[config.mk]
export PLATFORM = sky130hd
export DESIGN_NAME = half_float_int16_converter
export DESIGN_NICKNAME = d
export VERILOG_FILES = /design/src/hdl/hfic_pkg.sv /design/src/hdl/hfic_shift_unit.sv /design/src/hdl/hfic_seq.sv /design/src/hdl/half_float_int16_converter.sv
export SDC_FILE = /design/constraint.sdc
export NUM_CORES = 1
export LEC_CHECK = 0
export ABC_CLOCK_PERIOD_IN_PS = 2800
export BUFFER_PORTS_ARGS = -buffer_cell sky130_fd_sc_hd__buf_2
export CAP_MARGIN = 20
export CORE_MARGIN = 5
export CORE_UTILIZATION = 58
export CTS_CLUSTER_DIAMETER = 150
export DETAILED_ROUTE_END_ITERATION = 10
export PLACE_DENSITY = 0.79
export SYNTH_ARGS = -nofsm -noshare
export SYNTH_HDL_FRONTEND = slang
export SYNTH_HIERARCHICAL = 1
export SYNTH_SLANG_ARGS = --single-unit
export TNS_END_PERCENT = 50
[constraint.sdc]
create_clock -name clk -period 2.8 [get_ports clk]
set_input_delay 0.84 -clock clk [delete_from_list [all_inputs] [get_ports clk]]
set_output_delay 0.84 -clock clk [all_outputs]
set_load 0.02 [all_outputs]
[src/hdl/hfic_pkg.sv]
// shared types and constants for the half float / int16 converter
package hfic_pkg;

    localparam int unsigned WORD_W = 16;
    localparam int unsigned EXP_W  = 5;
    localparam int unsigned FRAC_W = 10;
    localparam int unsigned CNT_W  = 4;

    // exponent thresholds
    localparam logic [EXP_W-1:0] HALF_BIAS = 5'd15;
    localparam logic [EXP_W-1:0] INT_POINT = 5'd25;
    localparam logic [EXP_W-1:0] EXP_SAT   = 5'd30;
    localparam logic [EXP_W-1:0] EXP_ROUND = 5'd14;

    localparam logic [WORD_W-1:0] SAT_POS = 16'h7FFF;
    localparam logic [WORD_W-1:0] SAT_NEG = 16'h8000;

    localparam logic OP_H2I = 1'b0;
    localparam logic OP_I2H = 1'b1;

    typedef struct packed {
        logic              op;
        logic [WORD_W-1:0] value;
    } cmd_t;

    typedef struct packed {
        logic [WORD_W-1:0] result;
        logic              overflow;
    } rsp_t;

    typedef struct packed {
        logic              load;
        logic              shl;
        logic              shr;
        logic [WORD_W-1:0] load_val;
    } shift_ctl_t;

    typedef struct packed {
        logic [WORD_W-1:0] w;
        logic              g;
        logic              s;
    } shift_stat_t;

    typedef enum logic [1:0] {
        ST_IDLE = 2'b01,
        ST_RUN  = 2'b10
    } state_t;

endpackage

[src/hdl/hfic_shift_unit.sv]
// shared one-bit shifter with guard and sticky tracking
module hfic_shift_unit (
    input  logic                clk,
    input  hfic_pkg::shift_ctl_t ctl,
    output hfic_pkg::shift_stat_t stat
);

    logic [hfic_pkg::WORD_W-1:0] w_reg, w_next;
    logic                        g_reg, g_next;
    logic                        s_reg, s_next;

    always_comb
    begin
        w_next = w_reg;
        g_next = g_reg;
        s_next = s_reg;
        if (ctl.load)
        begin
            w_next = ctl.load_val;
            g_next = 1'b0;
            s_next = 1'b0;
        end
        else if (ctl.shl)
        begin
            w_next = {w_reg[hfic_pkg::WORD_W-2:0], 1'b0};
        end
        else if (ctl.shr)
        begin
            // bits leaving the guard fold into sticky
            s_next = s_reg | g_reg;
            g_next = w_reg[0];
            w_next = {1'b0, w_reg[hfic_pkg::WORD_W-1:1]};
        end
    end

    always_ff @(posedge clk)
    begin
        w_reg <= w_next;
        g_reg <= g_next;
        s_reg <= s_next;
    end

    assign stat.w = w_reg;
    assign stat.g = g_reg;
    assign stat.s = s_reg;

endmodule

[src/hdl/hfic_seq.sv]
// sequencer: decodes the operand, steps the shifter, packs the result
module hfic_seq (
    input  logic                  clk,
    input  logic                  rst_n,
    input  logic                  start,
    input  hfic_pkg::cmd_t        cmd,
    input  hfic_pkg::shift_stat_t stat,
    output hfic_pkg::shift_ctl_t  ctl,
    output logic                  busy,
    output logic                  fin,
    output hfic_pkg::rsp_t        fin_rsp
);

    hfic_pkg::state_t state_reg, state_next;
    logic [hfic_pkg::CNT_W-1:0] cnt_reg, cnt_next;
    logic op_reg, op_next;
    logic sign_reg, sign_next;
    logic left_reg, left_next;
    logic fixed_reg, fixed_next;
    hfic_pkg::rsp_t fix_rsp_reg, fix_rsp_next;

    logic [hfic_pkg::EXP_W-1:0]  ex;
    logic [hfic_pkg::WORD_W-1:0] mag_in;
    logic                        rnd;
    logic [hfic_pkg::WORD_W-1:0] mag_out;
    logic [hfic_pkg::EXP_W-1:0]  exp_out;
    logic                        shifting;

    assign ex     = cmd.value[hfic_pkg::WORD_W-2 -: hfic_pkg::EXP_W];
    assign mag_in = cmd.value[hfic_pkg::WORD_W-1] ?
                    (hfic_pkg::WORD_W)'(16'd0 - cmd.value) : cmd.value;

    // round to nearest even from guard and sticky
    assign rnd     = stat.g & (stat.s | stat.w[0]);
    assign mag_out = stat.w + {{(hfic_pkg::WORD_W-1){1'b0}}, rnd};
    assign exp_out = hfic_pkg::EXP_SAT - {1'b0, cnt_reg};

    always_comb
    begin
        if (op_reg == hfic_pkg::OP_H2I)
            shifting = (cnt_reg != '0);
        else
            shifting = ~stat.w[hfic_pkg::WORD_W-1];
    end

    always_comb
    begin
        state_next   = state_reg;
        cnt_next     = cnt_reg;
        op_next      = op_reg;
        sign_next    = sign_reg;
        left_next    = left_reg;
        fixed_next   = fixed_reg;
        fix_rsp_next = fix_rsp_reg;
        ctl          = '0;
        fin          = 1'b0;
        fin_rsp      = '0;

        case (state_reg)
            hfic_pkg::ST_IDLE:
            begin
                if (start)
                begin
                    state_next = hfic_pkg::ST_RUN;
                    op_next    = cmd.op;
                    sign_next  = cmd.value[hfic_pkg::WORD_W-1];
                    ctl.load   = 1'b1;
                    fixed_next = 1'b0;
                    left_next  = 1'b0;
                    cnt_next   = '0;
                    fix_rsp_next = '0;
                    if (cmd.op == hfic_pkg::OP_H2I)
                    begin
                        ctl.load_val = {5'b0, 1'b1, cmd.value[hfic_pkg::FRAC_W-1:0]};
                        if (ex >= hfic_pkg::EXP_SAT)
                        begin
                            // infinity, nan and magnitudes from 2^15 saturate
                            fixed_next = 1'b1;
                            fix_rsp_next.overflow = 1'b1;
                            fix_rsp_next.result = cmd.value[hfic_pkg::WORD_W-1] ?
                                                  hfic_pkg::SAT_NEG : hfic_pkg::SAT_POS;
                        end
                        else if (ex < hfic_pkg::EXP_ROUND)
                        begin
                            // subnormals and tiny values round to zero
                            fixed_next = 1'b1;
                        end
                        else if (ex >= hfic_pkg::INT_POINT)
                        begin
                            left_next = 1'b1;
                            cnt_next  = (hfic_pkg::CNT_W)'(ex - hfic_pkg::INT_POINT);
                        end
                        else
                        begin
                            cnt_next = (hfic_pkg::CNT_W)'(hfic_pkg::INT_POINT - ex);
                        end
                    end
                    else
                    begin
                        ctl.load_val = mag_in;
                        // integer zero packs to zero
                        if (cmd.value == '0)
                            fixed_next = 1'b1;
                    end
                end
            end

            hfic_pkg::ST_RUN:
            begin
                if (fixed_reg)
                begin
                    fin        = 1'b1;
                    fin_rsp    = fix_rsp_reg;
                    state_next = hfic_pkg::ST_IDLE;
                end
                else if (shifting)
                begin
                    if (op_reg == hfic_pkg::OP_H2I)
                    begin
                        ctl.shl  = left_reg;
                        ctl.shr  = ~left_reg;
                        cnt_next = cnt_reg - 1'b1;
                    end
                    else
                    begin
                        // normalize toward the top bit, counting shifts
                        ctl.shl  = 1'b1;
                        cnt_next = cnt_reg + 1'b1;
                    end
                end
                else
                begin
                    fin        = 1'b1;
                    state_next = hfic_pkg::ST_IDLE;
                    if (op_reg == hfic_pkg::OP_H2I)
                        fin_rsp.result = sign_reg ?
                                         (hfic_pkg::WORD_W)'(16'd0 - mag_out) : mag_out;
                    else
                        fin_rsp.result = {sign_reg, exp_out,
                                          stat.w[hfic_pkg::WORD_W-2 -: hfic_pkg::FRAC_W]};
                end
            end

            default:
            begin
                state_next = hfic_pkg::ST_IDLE;
            end
        endcase
    end

    always_ff @(posedge clk or negedge rst_n)
    begin
        if (!rst_n)
            state_reg <= hfic_pkg::ST_IDLE;
        else
            state_reg <= state_next;
    end

    always_ff @(posedge clk)
    begin
        cnt_reg     <= cnt_next;
        op_reg      <= op_next;
        sign_reg    <= sign_next;
        left_reg    <= left_next;
        fixed_reg   <= fixed_next;
        fix_rsp_reg <= fix_rsp_next;
    end

    assign busy = (state_reg != hfic_pkg::ST_IDLE);

endmodule

[src/hdl/half_float_int16_converter.sv]
// top level of the half float / int16 converter
// Converts one 16-bit operand per command between an IEEE binary16 bit pattern and a
// two's complement int16: op 0 rounds a half to the nearest integer (ties to even) and
// saturates to 32767 / -32768 with overflow set for magnitudes of 2^15 and above,
// infinity and nan; op 1 turns an integer into a half, truncating dropped fraction bits.
// A command transfers on a clock edge with start high and busy low. The work is done by
// a single one-bit shifter stepped by a small sequencer, and the block stays busy through
// all shift steps: up to 11 right or 4 left steps for op 0, and up to 15 normalizing
// steps for op 1. Saturated, zero and tiny operands skip the shifting. The result
// transfer is shown for exactly one cycle with done high, in the first cycle with busy
// low again; the receiver cannot stall it, so it must take rsp whenever done is high.
// A new command may be issued in that same cycle.
module half_float_int16_converter (
    input  logic           clk,
    input  logic           rst_n,
    input  logic           start,
    input  hfic_pkg::cmd_t cmd,
    output logic           busy,
    output logic           done,
    output hfic_pkg::rsp_t rsp
);

    hfic_pkg::shift_ctl_t  ctl;
    hfic_pkg::shift_stat_t stat;
    logic                  fin;
    hfic_pkg::rsp_t        fin_rsp;

    // result register and strobe
    logic           done_reg, done_next;
    hfic_pkg::rsp_t rsp_reg, rsp_next;

    // shared shifter holding the working mantissa
    hfic_shift_unit u_shift (
        .clk  (clk),
        .ctl  (ctl),
        .stat (stat)
    );

    // control: decode, step count, round and pack
    hfic_seq u_seq (
        .clk     (clk),
        .rst_n   (rst_n),
        .start   (start),
        .cmd     (cmd),
        .stat    (stat),
        .ctl     (ctl),
        .busy    (busy),
        .fin     (fin),
        .fin_rsp (fin_rsp)
    );

    always_comb
    begin
        done_next = fin;
        rsp_next  = fin ? fin_rsp : rsp_reg;
    end

    always_ff @(posedge clk or negedge rst_n)
    begin
        if (!rst_n)
            done_reg <= 1'b0;
        else
            done_reg <= done_next;
    end

    always_ff @(posedge clk)
    begin
        rsp_reg <= rsp_next;
    end

    assign done = done_reg;
    assign rsp  = rsp_reg;

endmodule
==> results of run 1 <==
-- cells in the final DEF (no fill, tap or decap), types with 2 or more instances in the layout --
cell,netlist,routed
a21o_1,3,3
a21oi_1,33,33
a22o_1,2,2
a31oi_1,2,2
a41oi_1,2,2
and2_1,5,5
and3_1,4,4
and4_1,2,2
buf_2,9,38
buf_4,2,16
clkbuf_8,0,5
dfrtp_1,2,2
dfxtp_1,2,2
edfxtp_1,44,44
ha_1,12,12
inv_1,18,18
mux2i_1,17,17
nand2_1,44,44
nand2b_1,5,5
nand3_1,7,7
nand4_1,4,4
nor2_1,36,35
nor2b_1,3,3
nor3_1,15,15
nor4_1,4,3
nor4_2,1,2
o21ai_0,29,29
o21ai_1,11,11
o22ai_1,9,9
o31ai_1,4,4
o31ai_2,2,2
o41ai_2,2,2
or2_2,3,3
or3_1,10,10
xnor2_1,28,28
xor2_1,14,14
-- per-layer routing --
metal,track usage [%],share of wire [%],vias to the layer above
met5,0,0,-
met1,28.03,46,1568
met4,6.559,2.1,0
met2,34.79,47,104
met3,2.871,4.7,17
li1,-,-,1642
-- stage by stage --
step / std cells / hold WS, ns / setup WS [ns]
after floorplan: 438 / 0.4380 / 0.2116
after global placement: 543 / 0.4506 / 0.2596
after detailed placement: 543 / 0.4652 / 0.1844
after CTS: 551 / 0.3161 / 0.1635
after global routing: 551 / 0.3019 / 0.005843
final: 551 / 0.3207 / 0.1561
-- power breakdown --
part           internal (mW)  switching [mW]
clock network          0.264           0.236
registers              0.960           0.166
logic                  0.374           0.552
-- cell type report --
class,instances,share of cell area [%]
Sequential cell,49,33.33
Multi-Input combinational cell,341,52.65
Tap cell,80,2.321
Inverter,18,1.567
Timing Repair Buffer,55,7.659
Clock inverter,2,0.7833
Clock buffer,6,1.683
-- path summary, 6_finish.rpt --
path                                       to  slack [ns]  depth (start not counted)
max                                   rsp[16]        0.16                          9
min                        u_seq/state_reg[1]        0.32                          1
max reg2reg                           rsp[16]        0.16                          9
min reg2reg                     u_shift/s_reg        0.49                          2
max in group asynchronous  u_seq/state_reg[0]        2.28                          1
min in group clk                u_shift/s_reg        0.49                          2
-- logic make-up after synthesis --
kind of cell | count (synthesis)
AO/OA/AOI/OAI | 110
AND/OR/NAND/NOR | 158
multiplexers | 18
buffers and inverters | 48
XOR/XNOR | 42
flip-flops | 49
adder cells (fa/ha/maj) | 13
-- worst max-delay path, stage by stage, from the launching register on --
cell      delay, ns
edfxtp_1       0.48
and2_1         0.20
ha_1           0.23
and4_1         0.20
a211oi_1       0.29
a31o_1         0.22
nand3_2        0.13
o41ai_2        0.36
xor2_1         0.21
o41ai_2        0.07
==> reports/results.txt, run 1 <==
outcome = finished, final reports clean
WL final = 8.666 mm
fin crit period = 2.644 ns
Leakage = 1.578 nW
DIE HEIGHT = 92.16 µm
initial antenna violation count = 0
ys flop type = edfxtp_1
Pre-Repair DR Iteration Count = 5
H-tree Lvls = 2
Clk Tree Root Cell = clkbuf_8
mux contribution to synthesized area = 4.634%
worst setup path class = flop to flop
CP max FO = 7
sequential area share after synthesis = 36.72%
Initial Utilization = 58.60%
CP Launch Type = flop
Mapped Avg Cell Area = 8.938 µm²
Cell Pwr Density = 591.8 nW/µm²
Mapped Cells = 438
largest net degree at the start of global routing = 27
Final Setup Violations = 0
Vias = 3,331
Area Overhead vs Synth = 10.16%
clock sink total = 49
adder-cell area share of the yosys netlist = 4.346%
# diodes = 0
fin crit share = 94.43%
Final Hold Vio Count = 0
CTS max path bufs = 2
Core ar. = 6681 µm²
setup TNS = 0 ns
Compound-Gate Fraction of Synth Area = 17.61%
global-route wire length before repair = 14.43 mm
Hold/Removal Path Class = input pin to asynchronous set/reset pin
Clock Pin Slew Worst Setup and Hold Paths = 0.09 ns
post-CTS resize count = 0
I/O Buffers = 38
Finished Cell Area = 4313 µm²
hpwl dp = 6.591 mm
Final Util = 64.55%
layout cell share with drive strength beyond 1 = 18.05%
synth top area cells = edfxtp_1 34%, xnor2_1 6.3%, mux2i_1 4.3%
largest family of logic cells by synthesized area = simple AND/OR/NAND/NOR gates
Largest register FFs = 17
storage element area = 1438 µm²
CP Capture Type = flop
Worst VDD drop = 0.4895 mV
CTS Hold Bufs = 0
crit path from = u_shift/w_reg[0]
# fillers = 552
Post-DP Area = 4195 µm²
Residual DRC = 0
clock latency at the later pin of the worst-skew pair = 0.30 ns
total power = 2.552 mW
Synth Area in Simple Gates = 21.57%
IO Count = 39
Final Skew = 0.006216 ns
Routed Antenna Nets = 0
Critical Path RT = 2.84 ns
largest area contributor in the netlist = edfxtp_1
Total Nets Final = 503
area of the multi-input gates = 2271 µm²
crit path DAT = 2.69 ns
Fmax = 378.2 MHz
First DRT Iteration DRCs = 288
EDFF count, synth = 44
width of the die = 92.16 µm
DR WL/cell = 15.73 µm
#FFs+latches synth = 49
synth unique cells = 69
Yosys warnings = 6
GRT Total Usage = 20.86%
CTS tree = yes
Mapped Nets = 471
slew margin rel. = 66.52%
via/cell ratio = 6.045
xor/xnor cell area share of the yosys netlist = 9.396%
fin. max-slew vios = 0
slew of the pin with the lowest slew margin = 0.4952 ns
routability cong. = 0.8964
Yosys top cell area share = 33.75%
max_cap viols = 0
global route overflow = 0
total CTS buffers = 5
asr flop ratio synth = 6.122%
Die ar. = 8493 µm²
synthesized area = 3915 µm²
vias in the first global route = 3,105
FF-to-FF Start = u_shift/w_reg[0]
Setup Fix Bufs, Post-CTS = 0
Commonest cells post-synth = 44 x edfxtp_1, 44 x nand2_1, 36 x nor2_1, 33 x a21oi_1, 29 x o21ai_0
RSZ-0062 raised after global routing = false
Std-Cell Rows = 30
Power figures use the tool's default switching activity.
==> inputs of run 2 (changes only) <==
--- a/config.mk
+++ b/config.mk
@@ -5,14 +5,15 @@
 export SDC_FILE = /design/constraint.sdc
 export NUM_CORES = 1
 export LEC_CHECK = 0
-export ABC_CLOCK_PERIOD_IN_PS = 2800
+export ABC_CLOCK_PERIOD_IN_PS = 2700
 export BUFFER_PORTS_ARGS = -buffer_cell sky130_fd_sc_hd__buf_2
-export CAP_MARGIN = 20
+export CAP_MARGIN = 5
 export CORE_MARGIN = 5
 export CORE_UTILIZATION = 58
 export CTS_CLUSTER_DIAMETER = 150
 export DETAILED_ROUTE_END_ITERATION = 10
 export PLACE_DENSITY = 0.79
+export SLEW_MARGIN = 15
 export SYNTH_ARGS = -nofsm -noshare
 export SYNTH_HDL_FRONTEND = slang
 export SYNTH_HIERARCHICAL = 1
==> constraint.sdc (replaced) <==
create_clock -name clk -period 2.7 [get_ports clk]
set_input_delay 0.81 -clock clk [delete_from_list [all_inputs] [get_ports clk]]
set_output_delay 0.81 -clock clk [all_outputs]
set_load 0.02 [all_outputs]
==> reports/results.txt, run 2 (synthesis results as in run 1) <==
worst setup path class = flop to flop
# fillers = 539 (-2.4%)
CP max FO = 7 (unchanged)
CP Capture Type = flop
Residual DRC = 0 (unchanged)
Initial Utilization = 58.60% (unchanged)
Total Nets Final = 509 (+1.2%)
Most common cell on crit path = o41ai_2
slew of the pin with the lowest slew margin = 0.5084 ns (+0.01315 ns)
IO Count = 39 (unchanged)
I/O Buffers = 38 (unchanged)
Critical path buffers and inverters = 0 (unchanged)
Core ar. = 6681 µm² (unchanged)
clock latency at the later pin of the worst-skew pair = 0.30 ns (about the same)
Worst VDD drop = 0.3139 mV (-36%)
width of the die = 92.16 µm (unchanged)
crit path DAT = 2.57 ns (-0.12 ns)
Cell Pwr Density = 593.2 nW/µm² (+0.25%)
Finished Cell Area = 4324 µm² (+0.26%)
Critical Path RT = 2.75 ns (-0.09 ns)
Largest register FFs = 17 (unchanged)
fin crit period = 2.522 ns (-0.1214 ns)
Min Hold Slack = 0.2814 ns (-0.03928 ns)
Pre-Repair DR Iteration Count = 5 (unchanged)
routability cong. = 0.9246 (+3.1%)
CTS Hold Bufs = 0 (unchanged)
Final Setup Violations = 0 (unchanged)
Final Skew = 0.01319 ns (+0.006976 ns)
Flop pwr share = 45.7% (+1.6 points)
Worst Reg2Reg Path Length in Cells = 9 (unchanged)
CP Launch Type = flop
global route overflow = 0 (unchanged)
Clk Tree Root Cell = clkbuf_8
Fmax = 396.4 MHz (+4.8%)
global-route wire length before repair = 14.68 mm (+1.8%)
H-tree Lvls = 2 (unchanged)
outcome = finished, final reports clean
Vias = 3,365 (+1.0%)
Leakage = 1.591 nW (+0.84%)
Net Sw Power = 0.9838 mW (+3.1%)
sw frac = 38.35% (+0.96 points)
Clock Pin Slew Worst Setup and Hold Paths = 0.09 ns (about the same)
fin. max-slew vios = 0 (unchanged)
GRT Total Usage = 21.07% (+0.21 points)
Final Hold Vio Count = 0 (unchanged)
# diodes = 0 (unchanged)
total power = 2.565 mW (+0.51%)
layout cell share with drive strength beyond 1 = 18.87% (+0.82 points)
Internal = 1.581 mW (-1.0%)
slew margin rel. = 66.04% (-0.48 points)
setup TNS = 0 ns (unchanged)
CTS max path bufs = 2 (unchanged)
area of the multi-input gates = 2272 µm² (about the same)
clock sink total = 49 (unchanged)
hpwl dp = 6.639 mm (+0.73%)
CP max stage delay = 0.42 ns (-0.06 ns)
Area Overhead vs Synth = 10.45%
initial antenna violation count = 0 (unchanged)
vias in the first global route = 3,146 (+1.3%)
combinational share of power = 37.8% (+1.5 points)
Hold/Removal Path Class = input pin to asynchronous set/reset pin
via/cell ratio = 6.041 (about the same)
Std-Cell Rows = 30 (unchanged)
Setup Fix Bufs, Post-CTS = 0 (unchanged)
critical path depth = 9 (unchanged)
WL final = 8.575 mm (-1.1%)
storage element area = 1438 µm² (unchanged)
Post-DP Area = 4228 µm² (+0.78%)
slowest stage cell, crit path = dfxtp_1
RSZ-0062 raised after global routing = false
max_cap viols = 0 (unchanged)
DIE HEIGHT = 92.16 µm (unchanged)
Clock power frac = 16.6% (-3.0 points)
CP Cell Sequence = and2_1, ha_1, nand4_2, nor3_4, mux2i_1, a31oi_2, o41ai_2, xor2_1, o41ai_2
family with the most delay on the worst path = simple AND/OR/NAND/NOR gates
post-CTS resize count = 0 (unchanged)
First DRT Iteration DRCs = 271 (-5.9%)
Routed Antenna Nets = 0 (unchanged)
DR WL/cell = 15.39 µm (-2.1%)
Die ar. = 8493 µm² (unchanged)
total CTS buffers = 5 (unchanged)
most frequent cells in the layout = 44 x edfxtp_1, 44 x nand2_1, 38 x buf_2, 36 x nor2_1, 33 x a21oi_1
reg-to-reg slack, setup = 0.18 ns (+0.02 ns)
CTS tree = yes
largest net degree at the start of global routing = 25 (-7.4%)
fin crit share = 93.43% (-1.0 points)
run 2: cell count changes in the layout (fill, tap and decap cells not counted):
cell / before / now
buf_4: 16 / 23
and4bb_2: 1 / 0
and4bb_4: 0 / 1
buf_12: 1 / 0
bufinv_16: 1 / 0
clkbuf_1: 1 / 2
clkinv_1: 1 / 0
clkinvlp_4: 0 / 1
nor2_1: 35 / 36
nor2_2: 1 / 0
run 2: area by class of cell:
type / instances / area share [%]
multi-input cells: 341 / 52.55
clock inverters: 1 / 0.1736
repair buffers: 61 / 8.391
well taps: 80 / 2.315
inverters: 18 / 1.562
clock buffers: 7 / 1.765
flip-flops and latches: 49 / 33.25
run 2: power by group through the flow:
stage	Sequential, mW	Clock (mW)	Combinational (mW)
2_1_floorplan	1.13	0	0.724
3_3_place_gp	1.18	0	0.927
3_5_place_dp	1.18	0	0.947
4_1_cts	1.17	0.429	0.955
5_1_grt	1.19	0.460	1.08
6_report	1.17	0.425	0.969
run 2: stage by stage:
stage               instances  util (%)  setup WS (ns)
finish                    557     64.72         0.1775
detailed placement        549     63.28         0.1305
CTS                       557     64.53         0.1144
global route              557     64.72        0.01170
global placement          549     63.28         0.2032
floorplan                 438         -         0.1116
run 2: per-layer routing:
layer  part of all wire, %  track usage [%]  vias to the layer above  routed length (µm)
met2                    48            35.71                       98                4117
met5                     0                0                        -                   0
met3                   6.0            2.953                       11                 512
met4                   1.5            5.198                        0                 129
li1                      -                -                     1656                   -
met1                    45            28.40                     1600                3816
run 2: final timing paths:
check	from	endpoint
min	rst_n	done
min in group clk	u_shift/s_reg	u_shift/s_reg
max	u_shift/g_reg	rsp[16]
max reg2reg	u_shift/g_reg	rsp[16]
min reg2reg	u_shift/s_reg	u_shift/s_reg
max in group asynchronous	rst_n	u_seq/state_reg[0]
run 2: worst reg2reg max path, stage by stage, from the launching register on:
cell     delay, ns
dfxtp_1       0.42
and2_1        0.16
ha_1          0.22
nand4_2       0.16
nor3_4        0.27
mux2i_1       0.28
a31oi_2       0.09
o41ai_2       0.37
xor2_1        0.21
o41ai_2       0.08
==> inputs of run 3 (changes only) <==
--- a/config.mk
+++ b/config.mk
@@ -9,10 +9,11 @@
 export BUFFER_PORTS_ARGS = -buffer_cell sky130_fd_sc_hd__buf_2
 export CAP_MARGIN = 5
 export CORE_MARGIN = 5
-export CORE_UTILIZATION = 58
+export CORE_UTILIZATION = 60
+export CTS_BUF_LIST = sky130_fd_sc_hd__clkbuf_8
 export CTS_CLUSTER_DIAMETER = 150
 export DETAILED_ROUTE_END_ITERATION = 10
-export PLACE_DENSITY = 0.79
+export PLACE_DENSITY = 0.81
 export SLEW_MARGIN = 15
 export SYNTH_ARGS = -nofsm -noshare
 export SYNTH_HDL_FRONTEND = slang
==> reports/results.txt, run 3 (synthesis results as in run 1) <==
global route overflow = 0 (unchanged)
Worst Reg2Reg Path Length in Cells = 8 (-1)
routability cong. = 0.9034 (-2.3%)
Finished Cell Area = 4333 µm² (+0.20%)
via/cell ratio = 6.045 (about the same)
Clock power frac = 17.2% (+0.6 points)
RSZ-0062 raised after global routing = false
# diodes = 0 (unchanged)
Clk Tree Root Cell = clkbuf_8
CTS max path bufs = 2 (unchanged)
Die ar. = 8240 µm² (-3.0%)
total CTS buffers = 5 (unchanged)
fin crit period = 2.500 ns (-0.02213 ns)
setup TNS = 0 ns (unchanged)
max_cap viols = 0 (unchanged)
I/O Buffers = 38 (unchanged)
Std-Cell Rows = 29 (-3.3%)
dpl cells = 543 (-1.1%)
combinational share of power = 37.7% (about the same)
Fmax = 399.9 MHz (+0.89%)
worst setup path class = flop to flop
GRT Total Usage = 22.42% (+1.3 points)
Cell Pwr Density = 602.3 nW/µm² (+1.5%)
Post-DP Area = 4214 µm² (-0.33%)
reg-to-reg slack, setup = 0.20 ns (+0.02 ns)
outcome = finished, final reports clean
sw frac = 38.41% (+0.059 points)
Routed Antenna Nets = 0 (unchanged)
Net Sw Power = 1.002 mW (+1.9%)
global-route wire length before repair = 15.43 mm (+5.1%)
WL final = 9.008 mm (+5.0%)
Area Overhead vs Synth = 10.67%
Final Setup Violations = 0 (unchanged)
Core ar. = 6350 µm² (-5.0%)
Final Skew = 0.009742 ns (-0.003450 ns)
CP max FO = 12 (+5)
crit path from = u_shift/w_reg[3]
DIE HEIGHT = 90.78 µm (-1.5%)
slew margin rel. = 64.02% (-2.0 points)
Vias = 3,337 (-0.83%)
Hold/Removal Path Class = input pin to asynchronous set/reset pin
Leakage = 1.595 nW (+0.24%)
Internal = 1.607 mW (+1.6%)
largest net degree at the start of global routing = 33 (+32%)
Critical Path RT = 2.82 ns (+0.07 ns)
width of the die = 90.78 µm (-1.5%)
Total Nets Final = 507 (-0.39%)
CP Launch Type = flop
Final Hold Vio Count = 0 (unchanged)
slew of the pin with the lowest slew margin = 0.5386 ns (+0.03024 ns)
Non-Filler Instances = 552 (-0.90%)
initial antenna violation count = 0 (unchanged)
CTS Hold Bufs = 0 (unchanged)
worst flop-to-flop path endpoint = rsp[16]
Initial Utilization = 61.66% (+3.1 points)
Clock Pin Slew Worst Setup and Hold Paths = 0.09 ns (about the same)
Worst VDD drop = 0.5001 mV (+59%)
crit path DAT = 2.62 ns (+0.05 ns)
CTS tree = yes
vias in the first global route = 3,262 (+3.7%)
DR WL/cell = 16.32 µm (+6.0%)
Pre-Repair DR Iteration Count = 5 (unchanged)
FF-to-FF Start = u_shift/w_reg[3]
Residual DRC = 0 (unchanged)
clock latency at the later pin of the worst-skew pair = 0.30 ns (about the same)
CP Capture Type = flop
Largest register FFs = 17 (unchanged)
most frequent cells in the layout = 44 x edfxtp_1, 44 x nand2_1, 38 x buf_2, 35 x nor2_1, 33 x a21oi_1
Flop pwr share = 45.1% (-0.6 points)
layout cell share with drive strength beyond 1 = 19.16% (+0.29 points)
First DRT Iteration DRCs = 243 (-10%)
clock sink total = 49 (unchanged)
fin. max-slew vios = 0 (unchanged)
fin crit share = 92.61% (-0.82 points)
IO Count = 39 (unchanged)
hpwl dp = 6.855 mm (+3.2%)
H-tree Lvls = 2 (unchanged)
run 3: cell count changes in the layout (fill, tap and decap cells not counted):
| cell | delta |
|---|---|
| inv_1 | +1 |
| dfxtp_1 | -1 |
| nor2_4 | +1 |
| nor2_1 | -1 |
| and4bb_2 | +1 |
| dfxtp_2 | +1 |
| buf_4 | -3 |
| buf_12 | +1 |
| and4bb_4 | -1 |
| clkbuf_8 | +1 |
| clkbuf_1 | -2 |
run 3: repair_timing:
item | 4_1_cts | 5_1_grt
buffers inserted | 0 | 1
gates resized for setup | 0 | 4
setup endpoints to repair | 0 | 4
run 3: through the flow:
stage	setup slack [ns]	power, mW	hold slack, ns	util [%]
finish	0.1996	2.610	0.2878	68.24
global route	0.03295	2.779	0.2832	68.24
CTS	0.1222	2.604	0.2787	67.84
detailed placement	0.1292	2.147	0.4609	66.36
global placement	0.1876	2.114	0.4507	66.36
floorplan	0.1116	1.859	0.4380	-
run 3: critical path: stages, from the launching register on:
cell and delay [ns]:
edfxtp_1 0.52, nand2_1 0.32, nor4_2 0.48, buf_4 0.20, nor3_1 0.05, o31ai_2 0.27, o41ai_2 0.09, xor2_1 0.17
o41ai_2 0.21
run 3: power by group through the flow:
stage	registers (mW)	logic, mW	clock network [mW]
6_report	1.18	0.984	0.448
5_1_grt	1.20	1.09	0.489
4_1_cts	1.17	0.968	0.464
3_5_place_dp	1.19	0.960	0
3_3_place_gp	1.18	0.937	0
2_1_floorplan	1.13	0.724	0
run 3: layout make-up:
class / instances / area [µm²]
inverter: 18 / 67.56
clock buffer: 6 / 82.58
sequential: 49 / 1439
fill: 518 / 2017
clock inverter: 2 / 11.26
tap: 77 / 96.34
timing repair buffer: 59 / 360.3
multi-input combinational: 341 / 2276
run 3: how the worst max path moves through the flow:
| stage | slack (ns) | end | cells past startpoint |
|---|---|---|---|
| after floorplan | 0.11 | u_shift/w_reg[0] | 8 |
| after CTS | 0.12 | rsp[16] | 9 |
| after global routing | 0.03 | rsp[16] | 9 |
| after detailed placement | 0.13 | rsp[16] | 9 |
| after global placement | 0.19 | u_shift/w_reg[14] | 10 |
| final | 0.20 | rsp[16] | 8 |
run 3: routing by layer:
layer	up-vias	global-route usage, %	wire, µm	share of wire (%)
li1	1653	-	-	-
met1	1521	30.47	3960	44
met2	142	36.38	4214	47
met3	21	3.167	592	6.6
met4	0	8.191	240	2.7
met5	-	0	0	0
